==> src/hdl/i2cmts_pkg.sv <==
package i2cmts_pkg;

   // sub-address and length sizing
   localparam int MAX_SUB_BYTES = 4;
   localparam int LENGTH_BITS   = 16;
   localparam int SUB_CNT_BITS  = 3;
   localparam int SUB_IDX_BITS  = (MAX_SUB_BYTES > 1) ? $clog2(MAX_SUB_BYTES) : 1;

   // request kinds
   localparam logic REQ_START     = 1'b0;
   localparam logic REQ_BYTE_DONE = 1'b1;

   // bus commands
   localparam logic [2:0] CMD_NONE    = 3'd0;
   localparam logic [2:0] CMD_START   = 3'd1;
   localparam logic [2:0] CMD_SEND    = 3'd2;
   localparam logic [2:0] CMD_RESTART = 3'd3;
   localparam logic [2:0] CMD_RX_ACK  = 3'd4;
   localparam logic [2:0] CMD_RX_NACK = 3'd5;
   localparam logic [2:0] CMD_STOP    = 3'd6;

   // completion status
   localparam logic [2:0] ST_OK       = 3'd0;
   localparam logic [2:0] ST_BUSY     = 3'd1;
   localparam logic [2:0] ST_ARB      = 3'd2;
   localparam logic [2:0] ST_NAK      = 3'd3;
   localparam logic [2:0] ST_ADDR_NAK = 3'd4;

   typedef struct packed {
      logic        req_type;
      logic        bus_busy;
      logic [6:0]  slave_address;
      logic        read_dir;
      logic [31:0] sub_address;
      logic [2:0]  sub_length;
      logic [15:0] data_length;
      logic        ack_missing;
      logic        arb_lost;
      logic [7:0]  rx_byte;
      logic [7:0]  tx_byte;
   } req_word_type;

   typedef struct packed {
      logic [2:0] bus_cmd;
      logic [7:0] bus_byte;
      logic       rx_valid;
      logic [7:0] rx_data;
      logic [2:0] status;
      logic       done_res;
   } rsp_word_type;

endpackage

==> src/hdl/i2cmts_seq.sv <==
module i2cmts_seq (
   input  logic                     clock,
   input  logic                     reset,
   input  logic                     step,
   input  i2cmts_pkg::req_word_type req_word,
   output i2cmts_pkg::rsp_word_type rsp_word
);

   typedef enum logic [2:0] {
      PH_IDLE    = 3'd0,
      PH_ADDR    = 3'd1,
      PH_SUB     = 3'd2,
      PH_RESTART = 3'd3,
      PH_WRITE   = 3'd4,
      PH_READ    = 3'd5
   } phase_type;

   phase_type                              phase_ff, phase_in;
   logic [6:0]                             target_address_ff, target_address_in;
   logic                                   read_request_ff, read_request_in;
   logic [31:0]                            sub_addr_value_ff, sub_addr_value_in;
   logic [i2cmts_pkg::SUB_CNT_BITS-1:0]    sub_bytes_left_ff, sub_bytes_left_in;
   logic [i2cmts_pkg::LENGTH_BITS-1:0]     bytes_left_ff, bytes_left_in;

   logic [i2cmts_pkg::SUB_CNT_BITS-1:0]    sub_len_sat;
   logic [i2cmts_pkg::SUB_CNT_BITS-1:0]    sub_left_dec;
   logic [i2cmts_pkg::SUB_IDX_BITS-1:0]    sub_idx;
   logic [i2cmts_pkg::LENGTH_BITS-1:0]     bytes_left_dec;
   logic                                   last_byte;

   // saturate the sub-address length
   assign sub_len_sat = (req_word.sub_length >
                         i2cmts_pkg::SUB_CNT_BITS'(i2cmts_pkg::MAX_SUB_BYTES))
                        ? i2cmts_pkg::SUB_CNT_BITS'(i2cmts_pkg::MAX_SUB_BYTES)
                        : req_word.sub_length;

   assign sub_left_dec   = sub_bytes_left_ff - 1'b1;
   assign sub_idx        = sub_left_dec[i2cmts_pkg::SUB_IDX_BITS-1:0];
   assign bytes_left_dec = bytes_left_ff - 1'b1;
   assign last_byte      = (bytes_left_ff == i2cmts_pkg::LENGTH_BITS'(1));

   always_comb begin
      phase_in          = phase_ff;
      target_address_in = target_address_ff;
      read_request_in   = read_request_ff;
      sub_addr_value_in = sub_addr_value_ff;
      sub_bytes_left_in = sub_bytes_left_ff;
      bytes_left_in     = bytes_left_ff;
      rsp_word          = '0;

      if (req_word.req_type == i2cmts_pkg::REQ_START) begin
         if (phase_ff != PH_IDLE) begin
            rsp_word.bus_cmd = i2cmts_pkg::CMD_NONE;
         end else if (req_word.bus_busy) begin
            rsp_word.status   = i2cmts_pkg::ST_BUSY;
            rsp_word.done_res = 1'b1;
         end else begin
            target_address_in = req_word.slave_address;
            read_request_in   = req_word.read_dir;
            sub_addr_value_in = req_word.sub_address;
            sub_bytes_left_in = sub_len_sat;
            bytes_left_in     = i2cmts_pkg::LENGTH_BITS'(req_word.data_length);
            phase_in          = PH_ADDR;
            rsp_word.bus_cmd  = i2cmts_pkg::CMD_START;
            // with a sub-address the first address always goes out as a write
            rsp_word.bus_byte = {req_word.slave_address,
                                 (sub_len_sat == '0) ? req_word.read_dir : 1'b0};
         end
      end else if (phase_ff == PH_IDLE) begin
         rsp_word.bus_cmd = i2cmts_pkg::CMD_NONE;
      end else if (phase_ff == PH_READ) begin
         // receive outcome flags are ignored
         rsp_word.rx_valid = 1'b1;
         rsp_word.rx_data  = req_word.rx_byte;
         if (bytes_left_ff == '0) begin
            phase_in          = PH_IDLE;
            rsp_word.bus_cmd  = i2cmts_pkg::CMD_STOP;
            rsp_word.done_res = 1'b1;
         end else begin
            bytes_left_in    = bytes_left_dec;
            rsp_word.bus_cmd = last_byte ? i2cmts_pkg::CMD_RX_NACK
                                         : i2cmts_pkg::CMD_RX_ACK;
         end
      end else if (req_word.arb_lost || req_word.ack_missing) begin
         phase_in          = PH_IDLE;
         rsp_word.bus_cmd  = i2cmts_pkg::CMD_STOP;
         rsp_word.done_res = 1'b1;
         if (req_word.arb_lost) begin
            rsp_word.status = i2cmts_pkg::ST_ARB;
         end else if (phase_ff == PH_RESTART) begin
            rsp_word.status = i2cmts_pkg::ST_ADDR_NAK;
         end else begin
            rsp_word.status = i2cmts_pkg::ST_NAK;
         end
      end else begin
         case (phase_ff)
            PH_ADDR, PH_SUB, PH_RESTART: begin
               if (phase_ff != PH_RESTART && sub_bytes_left_ff != '0) begin
                  // sub-address bytes, most significant first
                  sub_bytes_left_in = sub_left_dec;
                  phase_in          = PH_SUB;
                  rsp_word.bus_cmd  = i2cmts_pkg::CMD_SEND;
                  rsp_word.bus_byte = sub_addr_value_ff[8*sub_idx +: 8];
               end else if (phase_ff == PH_SUB && read_request_ff) begin
                  phase_in          = PH_RESTART;
                  rsp_word.bus_cmd  = i2cmts_pkg::CMD_RESTART;
                  rsp_word.bus_byte = {target_address_ff, 1'b1};
               end else if (bytes_left_ff == '0) begin
                  // empty data phase still closes with stop
                  phase_in          = PH_IDLE;
                  rsp_word.bus_cmd  = i2cmts_pkg::CMD_STOP;
                  rsp_word.done_res = 1'b1;
               end else if (read_request_ff) begin
                  bytes_left_in    = bytes_left_dec;
                  phase_in         = PH_READ;
                  rsp_word.bus_cmd = last_byte ? i2cmts_pkg::CMD_RX_NACK
                                               : i2cmts_pkg::CMD_RX_ACK;
               end else begin
                  bytes_left_in     = bytes_left_dec;
                  phase_in          = PH_WRITE;
                  rsp_word.bus_cmd  = i2cmts_pkg::CMD_SEND;
                  rsp_word.bus_byte = req_word.tx_byte;
               end
            end
            PH_WRITE: begin
               if (bytes_left_ff == '0) begin
                  phase_in          = PH_IDLE;
                  rsp_word.bus_cmd  = i2cmts_pkg::CMD_STOP;
                  rsp_word.done_res = 1'b1;
               end else begin
                  bytes_left_in     = bytes_left_dec;
                  rsp_word.bus_cmd  = i2cmts_pkg::CMD_SEND;
                  rsp_word.bus_byte = req_word.tx_byte;
               end
            end
            default: begin
               phase_in = PH_IDLE;
            end
         endcase
      end
   end

   always_ff @(posedge clock) begin
      if (reset) begin
         phase_ff          <= PH_IDLE;
         target_address_ff <= '0;
         read_request_ff   <= 1'b0;
         sub_addr_value_ff <= '0;
         sub_bytes_left_ff <= '0;
         bytes_left_ff     <= '0;
      end else if (step) begin
         phase_ff          <= phase_in;
         target_address_ff <= target_address_in;
         read_request_ff   <= read_request_in;
         sub_addr_value_ff <= sub_addr_value_in;
         sub_bytes_left_ff <= sub_bytes_left_in;
         bytes_left_ff     <= bytes_left_in;
      end
   end

endmodule

==> src/hdl/i2c_master_transaction_sequencer.sv <==
// byte-level i2c master sequencer: each request word (a start request or a
// byte-done event from the bus engine) produces exactly one response word with
// the next bus command, any received byte and, when the transaction ends, its
// status. one word is taken every clock cycle while the response side is not
// stalled; a word passes through an input register and then a response register
// before its response is offered.
// while a response waits, one more
// request word can sit in the input register before req_ready drops. the
// sequencer state (phase, latched address, sub-address and byte counters) is
// updated when a word moves from the input register to the response register.
// no start-up sweep is needed after reset.
module i2c_master_transaction_sequencer (
   input  logic                     clock,
   input  logic                     reset,
   input  logic                     req_valid,
   output logic                     req_ready,
   input  i2cmts_pkg::req_word_type req_data,
   output logic                     rsp_valid,
   input  logic                     rsp_ready,
   output i2cmts_pkg::rsp_word_type rsp_data
);

   // input register
   logic                     req_valid_ff, req_valid_in;
   i2cmts_pkg::req_word_type req_data_ff;

   // response register
   logic                     rsp_valid_ff, rsp_valid_in;
   i2cmts_pkg::rsp_word_type rsp_data_ff;

   i2cmts_pkg::rsp_word_type seq_rsp;
   logic                     rsp_free;
   logic                     step;

   // response slot is free when empty or being taken this cycle
   assign rsp_free  = !rsp_valid_ff || rsp_ready;
   // the held word moves on whenever the response slot frees up
   assign step      = req_valid_ff && rsp_free;
   assign req_ready = !req_valid_ff || rsp_free;

   assign req_valid_in = req_ready ? req_valid : req_valid_ff;
   assign rsp_valid_in = rsp_free ? req_valid_ff : rsp_valid_ff;

   // sequencing logic and transaction state
   i2cmts_seq u_seq (
      .clock    (clock),
      .reset    (reset),
      .step     (step),
      .req_word (req_data_ff),
      .rsp_word (seq_rsp)
   );

   always_ff @(posedge clock) begin
      if (reset) begin
         req_valid_ff <= 1'b0;
         rsp_valid_ff <= 1'b0;
      end else begin
         req_valid_ff <= req_valid_in;
         rsp_valid_ff <= rsp_valid_in;
      end
   end

   // payload registers, no reset needed
   always_ff @(posedge clock) begin
      if (req_ready) begin
         req_data_ff <= req_data;
      end
      if (step) begin
         rsp_data_ff <= seq_rsp;
      end
   end

   assign rsp_valid = rsp_valid_ff;
   assign rsp_data  = rsp_data_ff;

endmodule

==> config.mk <==
export PLATFORM = sky130hd
export DESIGN_NAME = i2c_master_transaction_sequencer
export DESIGN_NICKNAME = d
export VERILOG_FILES = /design/src/hdl/i2cmts_pkg.sv /design/src/hdl/i2cmts_seq.sv /design/src/hdl/i2c_master_transaction_sequencer.sv
export SDC_FILE = /design/constraint.sdc
export NUM_CORES = 1
export LEC_CHECK = 0
export BUFFER_PORTS_ARGS = -buffer_cell sky130_fd_sc_hd__buf_2
export CAP_MARGIN = 40
export CORE_ASPECT_RATIO = 2
export CORE_MARGIN = 5
export CORE_UTILIZATION = 50
export CTS_CLUSTER_SIZE = 8
export DETAILED_ROUTE_END_ITERATION = 8
export GPL_TIMING_DRIVEN = 0
export PLACE_DENSITY_LB_ADDON = 0.25
export SLEW_MARGIN = 15
export SYNTH_ARGS = -nofsm -noshare
export SYNTH_HDL_FRONTEND = slang
export SYNTH_SLANG_ARGS = --single-unit
==> constraint.sdc <==
create_clock -name clock -period 7.19 [get_ports clock]
set_input_delay 1.438 -clock clock [delete_from_list [all_inputs] [get_ports clock]]
set_output_delay 1.438 -clock clock [all_outputs]
set_load 0.02 [all_outputs]
; ---- After elaboration in Yosys (flattened, before gate mapping)
; Index checks and enable logic that the tools add are counted.
[totals]
reg_bits = 167
input_bits = 83
out_inout_bits = 26
wordCells = 138
[op_classes]
bitwise_logic = 4
eq_ne = 18
shift = 1
add_sub_neg = 2
mux = 67
order_cmp = 1
n_reduce_logical = 20
[op_table]
columns = operator, n
row1 = $mux 16, 9
row2 = $mux 3, 30
row3 = $mux 8, 6
row4 = $mux 11, 3
row5 = $pmux 16 s2, 1
row6 = $shiftx 32x6->8, 1
row7 = $pmux 11 s2, 1
row8 = $mux 21, 1
row9 = $mux 9, 2
row10 = $eq 16x1->1 const B, 1
row11 = $logic_not 16->1, 1
row12 = $reduce_and 8->1, 2
row13 = $sub 16x1->16 const B, 1
row14 = $mux 1, 9
row15 = $mux 4, 2
row16 = $ne 2x2->1 const B, 4
row17 = $ne 4x3->1 const B, 2
row18 = $reduce_and 4->1, 2
row19 = $eq 3x2->1 const B, 2
row20 = $eq 3x3->1 const B, 2
row21 = $logic_not 3->1, 2
row22 = $ne 2x1->1 const B, 3
row23 = $ne 3x2->1 const B, 2
row24 = $pmux 3 s2, 1
row25 = other kinds (13), 23

; ---- Logic depth before layout (Yosys ltp)
[depth]
ltp_word = 11
ltp_mapped = 11
mapped_depth_nobuf = 9

; ---- Hierarchy
; Synthesis repeated with hierarchy kept, for this count alone.
[unflattened]
hier_cells = 608
hier_area_um2 = 6957.9
[by_module_without_submodules]
columns = module, area_per_inst_um2, n_inst, cells_per_inst, seq_area_each_um2
row1 = i2cmts_seq, 3771.1, 1, 496, 1241.2
row2 = i2c_master_transaction_sequencer, 3186.8, 1, 112, 3133.0

; ---- Worst setup path before layout
; No wires, ideal clock.
[synth_timing]
path_kind = in2out
start = input port rsp_ready
end = output port req_ready
path_buffers = 0
t_arrival_ns = 3.325
cell_stages = 2
required_ns = 5.752
slack_ns = 2.427
cell_sequence = nor2b_1 nand2_1
[synth_via]
elab_chain_cells = 2
[synth_rtl]
columns = element, line_no
row1 = "start, declared", i2c_master_transaction_sequencer.sv:19  ; input logic rsp_ready,
row2 = $logic_or 1x1->1, i2c_master_transaction_sequencer.sv:36  ; assign rsp_free = !rsp_valid_ff || rsp_ready;
row3 = $logic_or 1x1->1, i2c_master_transaction_sequencer.sv:39  ; assign req_ready = !req_valid_ff || rsp_free;
row4 = "end, declared", i2c_master_transaction_sequencer.sv:16  ; output logic req_ready,
; Every way passes these cells.

; ---- Worst setup path after layout
; Ends and elaborated chain as after synthesis.

==> results by group <==
Critical path
  – Req. time, crit path: 5.75 ns
  – Crit path kind: primary input to output pin
  – Nature of the critical path startpoint: primary input
  – Endpoint class of the critical path: output pin
  – CP arrival: 2.86 ns
  – Critical Path Fanout Max: 51

Hold path
  – Worst hold-check path type: flop to flop

Routing
  – Routed Antenna Nets: 0
  – DRT Wirelength: 16.5 mm
  – DRC viols: 0
  – DRT iter0 DRCs: 377
  – Routed length per instance: 17.1 um
  – Vias/cell: 5.56
  – Total iterations of the first detailed-routing run: 5
  – Total number of vias: 5342

Clock tree
  – Clk sinks: 167
  – CTS Hold Buffers Added: 0
  – # resized after CTS: 0
  – Root Buffer: clkbuf_16
  – Total setup buffers inserted after CTS: 0
  – TritonCTS clock tree: built
  – H-tree depth: 4
  – Clk buf depth: 2
  – Total CTS buffers: 17
  – Clock transition at path regs: 0.06 ns
  – Worst-Skew Late Latency: 0.42 ns

Logic synthesis
  – YS warnings: 0
  – Flops & latches, synth: 167
  – Post-synthesis sequential area ratio: 0.611
  – Synth Cell Area: 7150 um^2
  – Dominant cell type by area after synthesis: edfxtp_1
  – Post-Syn Instances: 627
  – Syn avg cell area: 11.4 um^2
  – Post-Syn Nets: 717
  – Top post-synthesis cells by area: edfxtp_1 43%, dfxtp_1 18%, nand2_1 6.2%, a21oi_1 5.2%, mux4_2 2.5%
  – Post-synth top cells: 119 x nand2_1, 103 x edfxtp_1, 74 x a21oi_1, 64 x dfxtp_1, 26 x nor2_1
  – Share of synthesized registers carrying an async set or reset: 0
  – Most frequent cell after synthesis: nand2_1
  – Synth cell types: 75
  – Top FF cell, synth: edfxtp_1
  – Post-synth EDFFs: 103
  – Synth top area share: 0.432

Final layout
  – Layout Area Growth over Synthesis: 20.1%
  – Nets: 845
  – Layout cells sized above 1: 0.247
  – Core Util, Final: 0.605
  – Layout Cells excl Fill: 960
  – Fillers: 1161
  – Ant diodes: 0
  – Fin area: 8590 um^2

Global route
  – GR Util All Layers: 0.201
  – First-pass GRT wire length: 26.3 mm
  – Largest net degree at the start of global routing: 52
  – Total global routing overflow: 0
  – Number of global-route vias before repair: 5211
  – Initial antenna violation count: 0

Timing
  – Final hold slack: 0.453 ns
  – Final Skew: 0.0131 ns
  – Final Cycle Share: 0.598
  – Final setup vio count: 0
  – Final Hold Vio Count: 0
  – Final WS setup: 2.89 ns
  – Relative slew slack: 0.463
  – RSZ-0062 raised after global routing: false
  – Setup TNS: 0 ns
  – Tmin final: 4.30 ns
  – FMAX: 0.233 GHz
  – Pins Over Slew Limit: 0
  – Worst slew pin tran: 0.799 ns

Pwr
  – P per Cell Area: 255 nW/um^2
  – VDD IR max: 0.000179 V
  – Overall power: 2.19 mW
  – Leak Pwr: 3.18 nW

Place
  – DP HPWL: 11.3 mm
  – Placer Congestion: 0.893
  – PortBufs: 107
  – Area post-placement: 7980 um^2
  – Pre-CTS setup slack: 2.86 ns
  – Dpl cells: 928

Die
  – Die width: 94.6 um
  – Core area: 14200 um^2
  – Starting Density: 0.504
  – Die Ht: 179 um
  – Rows: 62
  – Die area: 16900 um^2
  – I/O pin cnt: 109

Run status
  – Status: finished clean

Job
  – Max-Cap Viols: 0
==> critical path: stages <==
cell and delay (ns):
buf_2 0.11, nor2b_1 0.39, nand2_4 0.38, buf_16 0.32, buf_2 0.20
==> cells by family (layout without fill, tap and decap cells) <==
logic type               after synthesis  after routing  synth area share
adder cells (fa/ha/maj)                7              7            0.0122
XOR/XNOR                               2              2           0.00245
AND/OR/NAND/NOR                      212            212             0.144
flip-flops                           167            167             0.611
AO/OA/AOI/OAI                        168            168             0.159
multiplexers                          13             13            0.0322
buffers and inverters                 58            199            0.0386
==> power breakdown <==
part	switching (mW)	internal, mW	total (mW)	leakage (nW)
clock	0.400	0.528	0.929	0.286
combinational	0.113	0.0721	0.185	1.32
sequential	0.0197	1.06	1.08	1.58
total	0.533	1.66	2.19	3.18
==> registers in the layout (all words and copies together) (netlist names) <==
signal                   cells
u_seq.sub_addr_value_ff     32
req_valid_ff                 1
rsp_valid                    1
rsp_data                    24
req_data_ff                 79
u_seq.sub_bytes_left_ff      3
u_seq.target_address_ff      7
u_seq.bytes_left_ff         16
u_seq.phase_ff               3
u_seq.read_request_ff        1
==> final cells by class <==
cell class / instances / area, um^2 / share of cell area
Sequential cell: 167 / 4370 / 0.509
Multi-Input combinational cell: 402 / 2510 / 0.292
Timing Repair Buffer: 109 / 578 / 0.0673
Clock buffer: 18 / 429 / 0.0500
Tap cell: 192 / 240 / 0.0280
Buffer: 41 / 213 / 0.0248
Clock inverter: 14 / 180 / 0.0210
Inverter: 17 / 63.8 / 0.00743
==> metal layers <==
| metal | vias to the layer above | track usage | wire length (um) |
|---|---|---|---|
| met5 | - | 0 | 0 |
| met4 | 0 | 0.0687 | 361 |
| met3 | 31 | 0.0441 | 1020 |
| met2 | 214 | 0.330 | 8180 |
| met1 | 2516 | 0.263 | 6890 |
| li1 | 2581 | - | - |
==> worst paths after layout <==
kind	startpoint	end	slack, ns	cells after the start
worst max-delay path	rsp_ready	req_ready	2.89	5
worst min register to register	u_seq.sub_bytes_left_ff[2]$_SDFFE_PP0P_	u_seq.sub_bytes_left_ff[2]$_SDFFE_PP0P_	0.45	2
worst max register to register	req_data_ff[78]$_DFFE_PP_	u_seq.bytes_left_ff[14]$_SDFFE_PP0P_	3.69	11
worst min-delay path	u_seq.sub_bytes_left_ff[2]$_SDFFE_PP0P_	u_seq.sub_bytes_left_ff[2]$_SDFFE_PP0P_	0.45	2
==> cells in the final DEF, fill, tap and decap left out, types with 3 or more instances in the layout <==
master and n:
buf_6 5, a22oi_1 17, nand4_1 3, buf_2 118, o21ai_0 19, o211ai_1 3, mux4_2 8, a21oi_1 74
edfxtp_1 103, o221ai_1 7, nor4_1 5, o32ai_2 3, nor3_1 10, nand2b_1 4, nor2b_1 4, ha_1 7
clkbuf_1 22, inv_1 16, mux2i_1 5, o31ai_1 3, nand3_1 3, a211oi_1 7, o32ai_1 9, clkinvlp_4 4
nand2_1 118, nor2_1 26, or2_2 3, dfxtp_1 64, and2_1 11, clkbuf_16 17, inv_8 5
No activity file was read; power rests on OpenSTA's default activity.
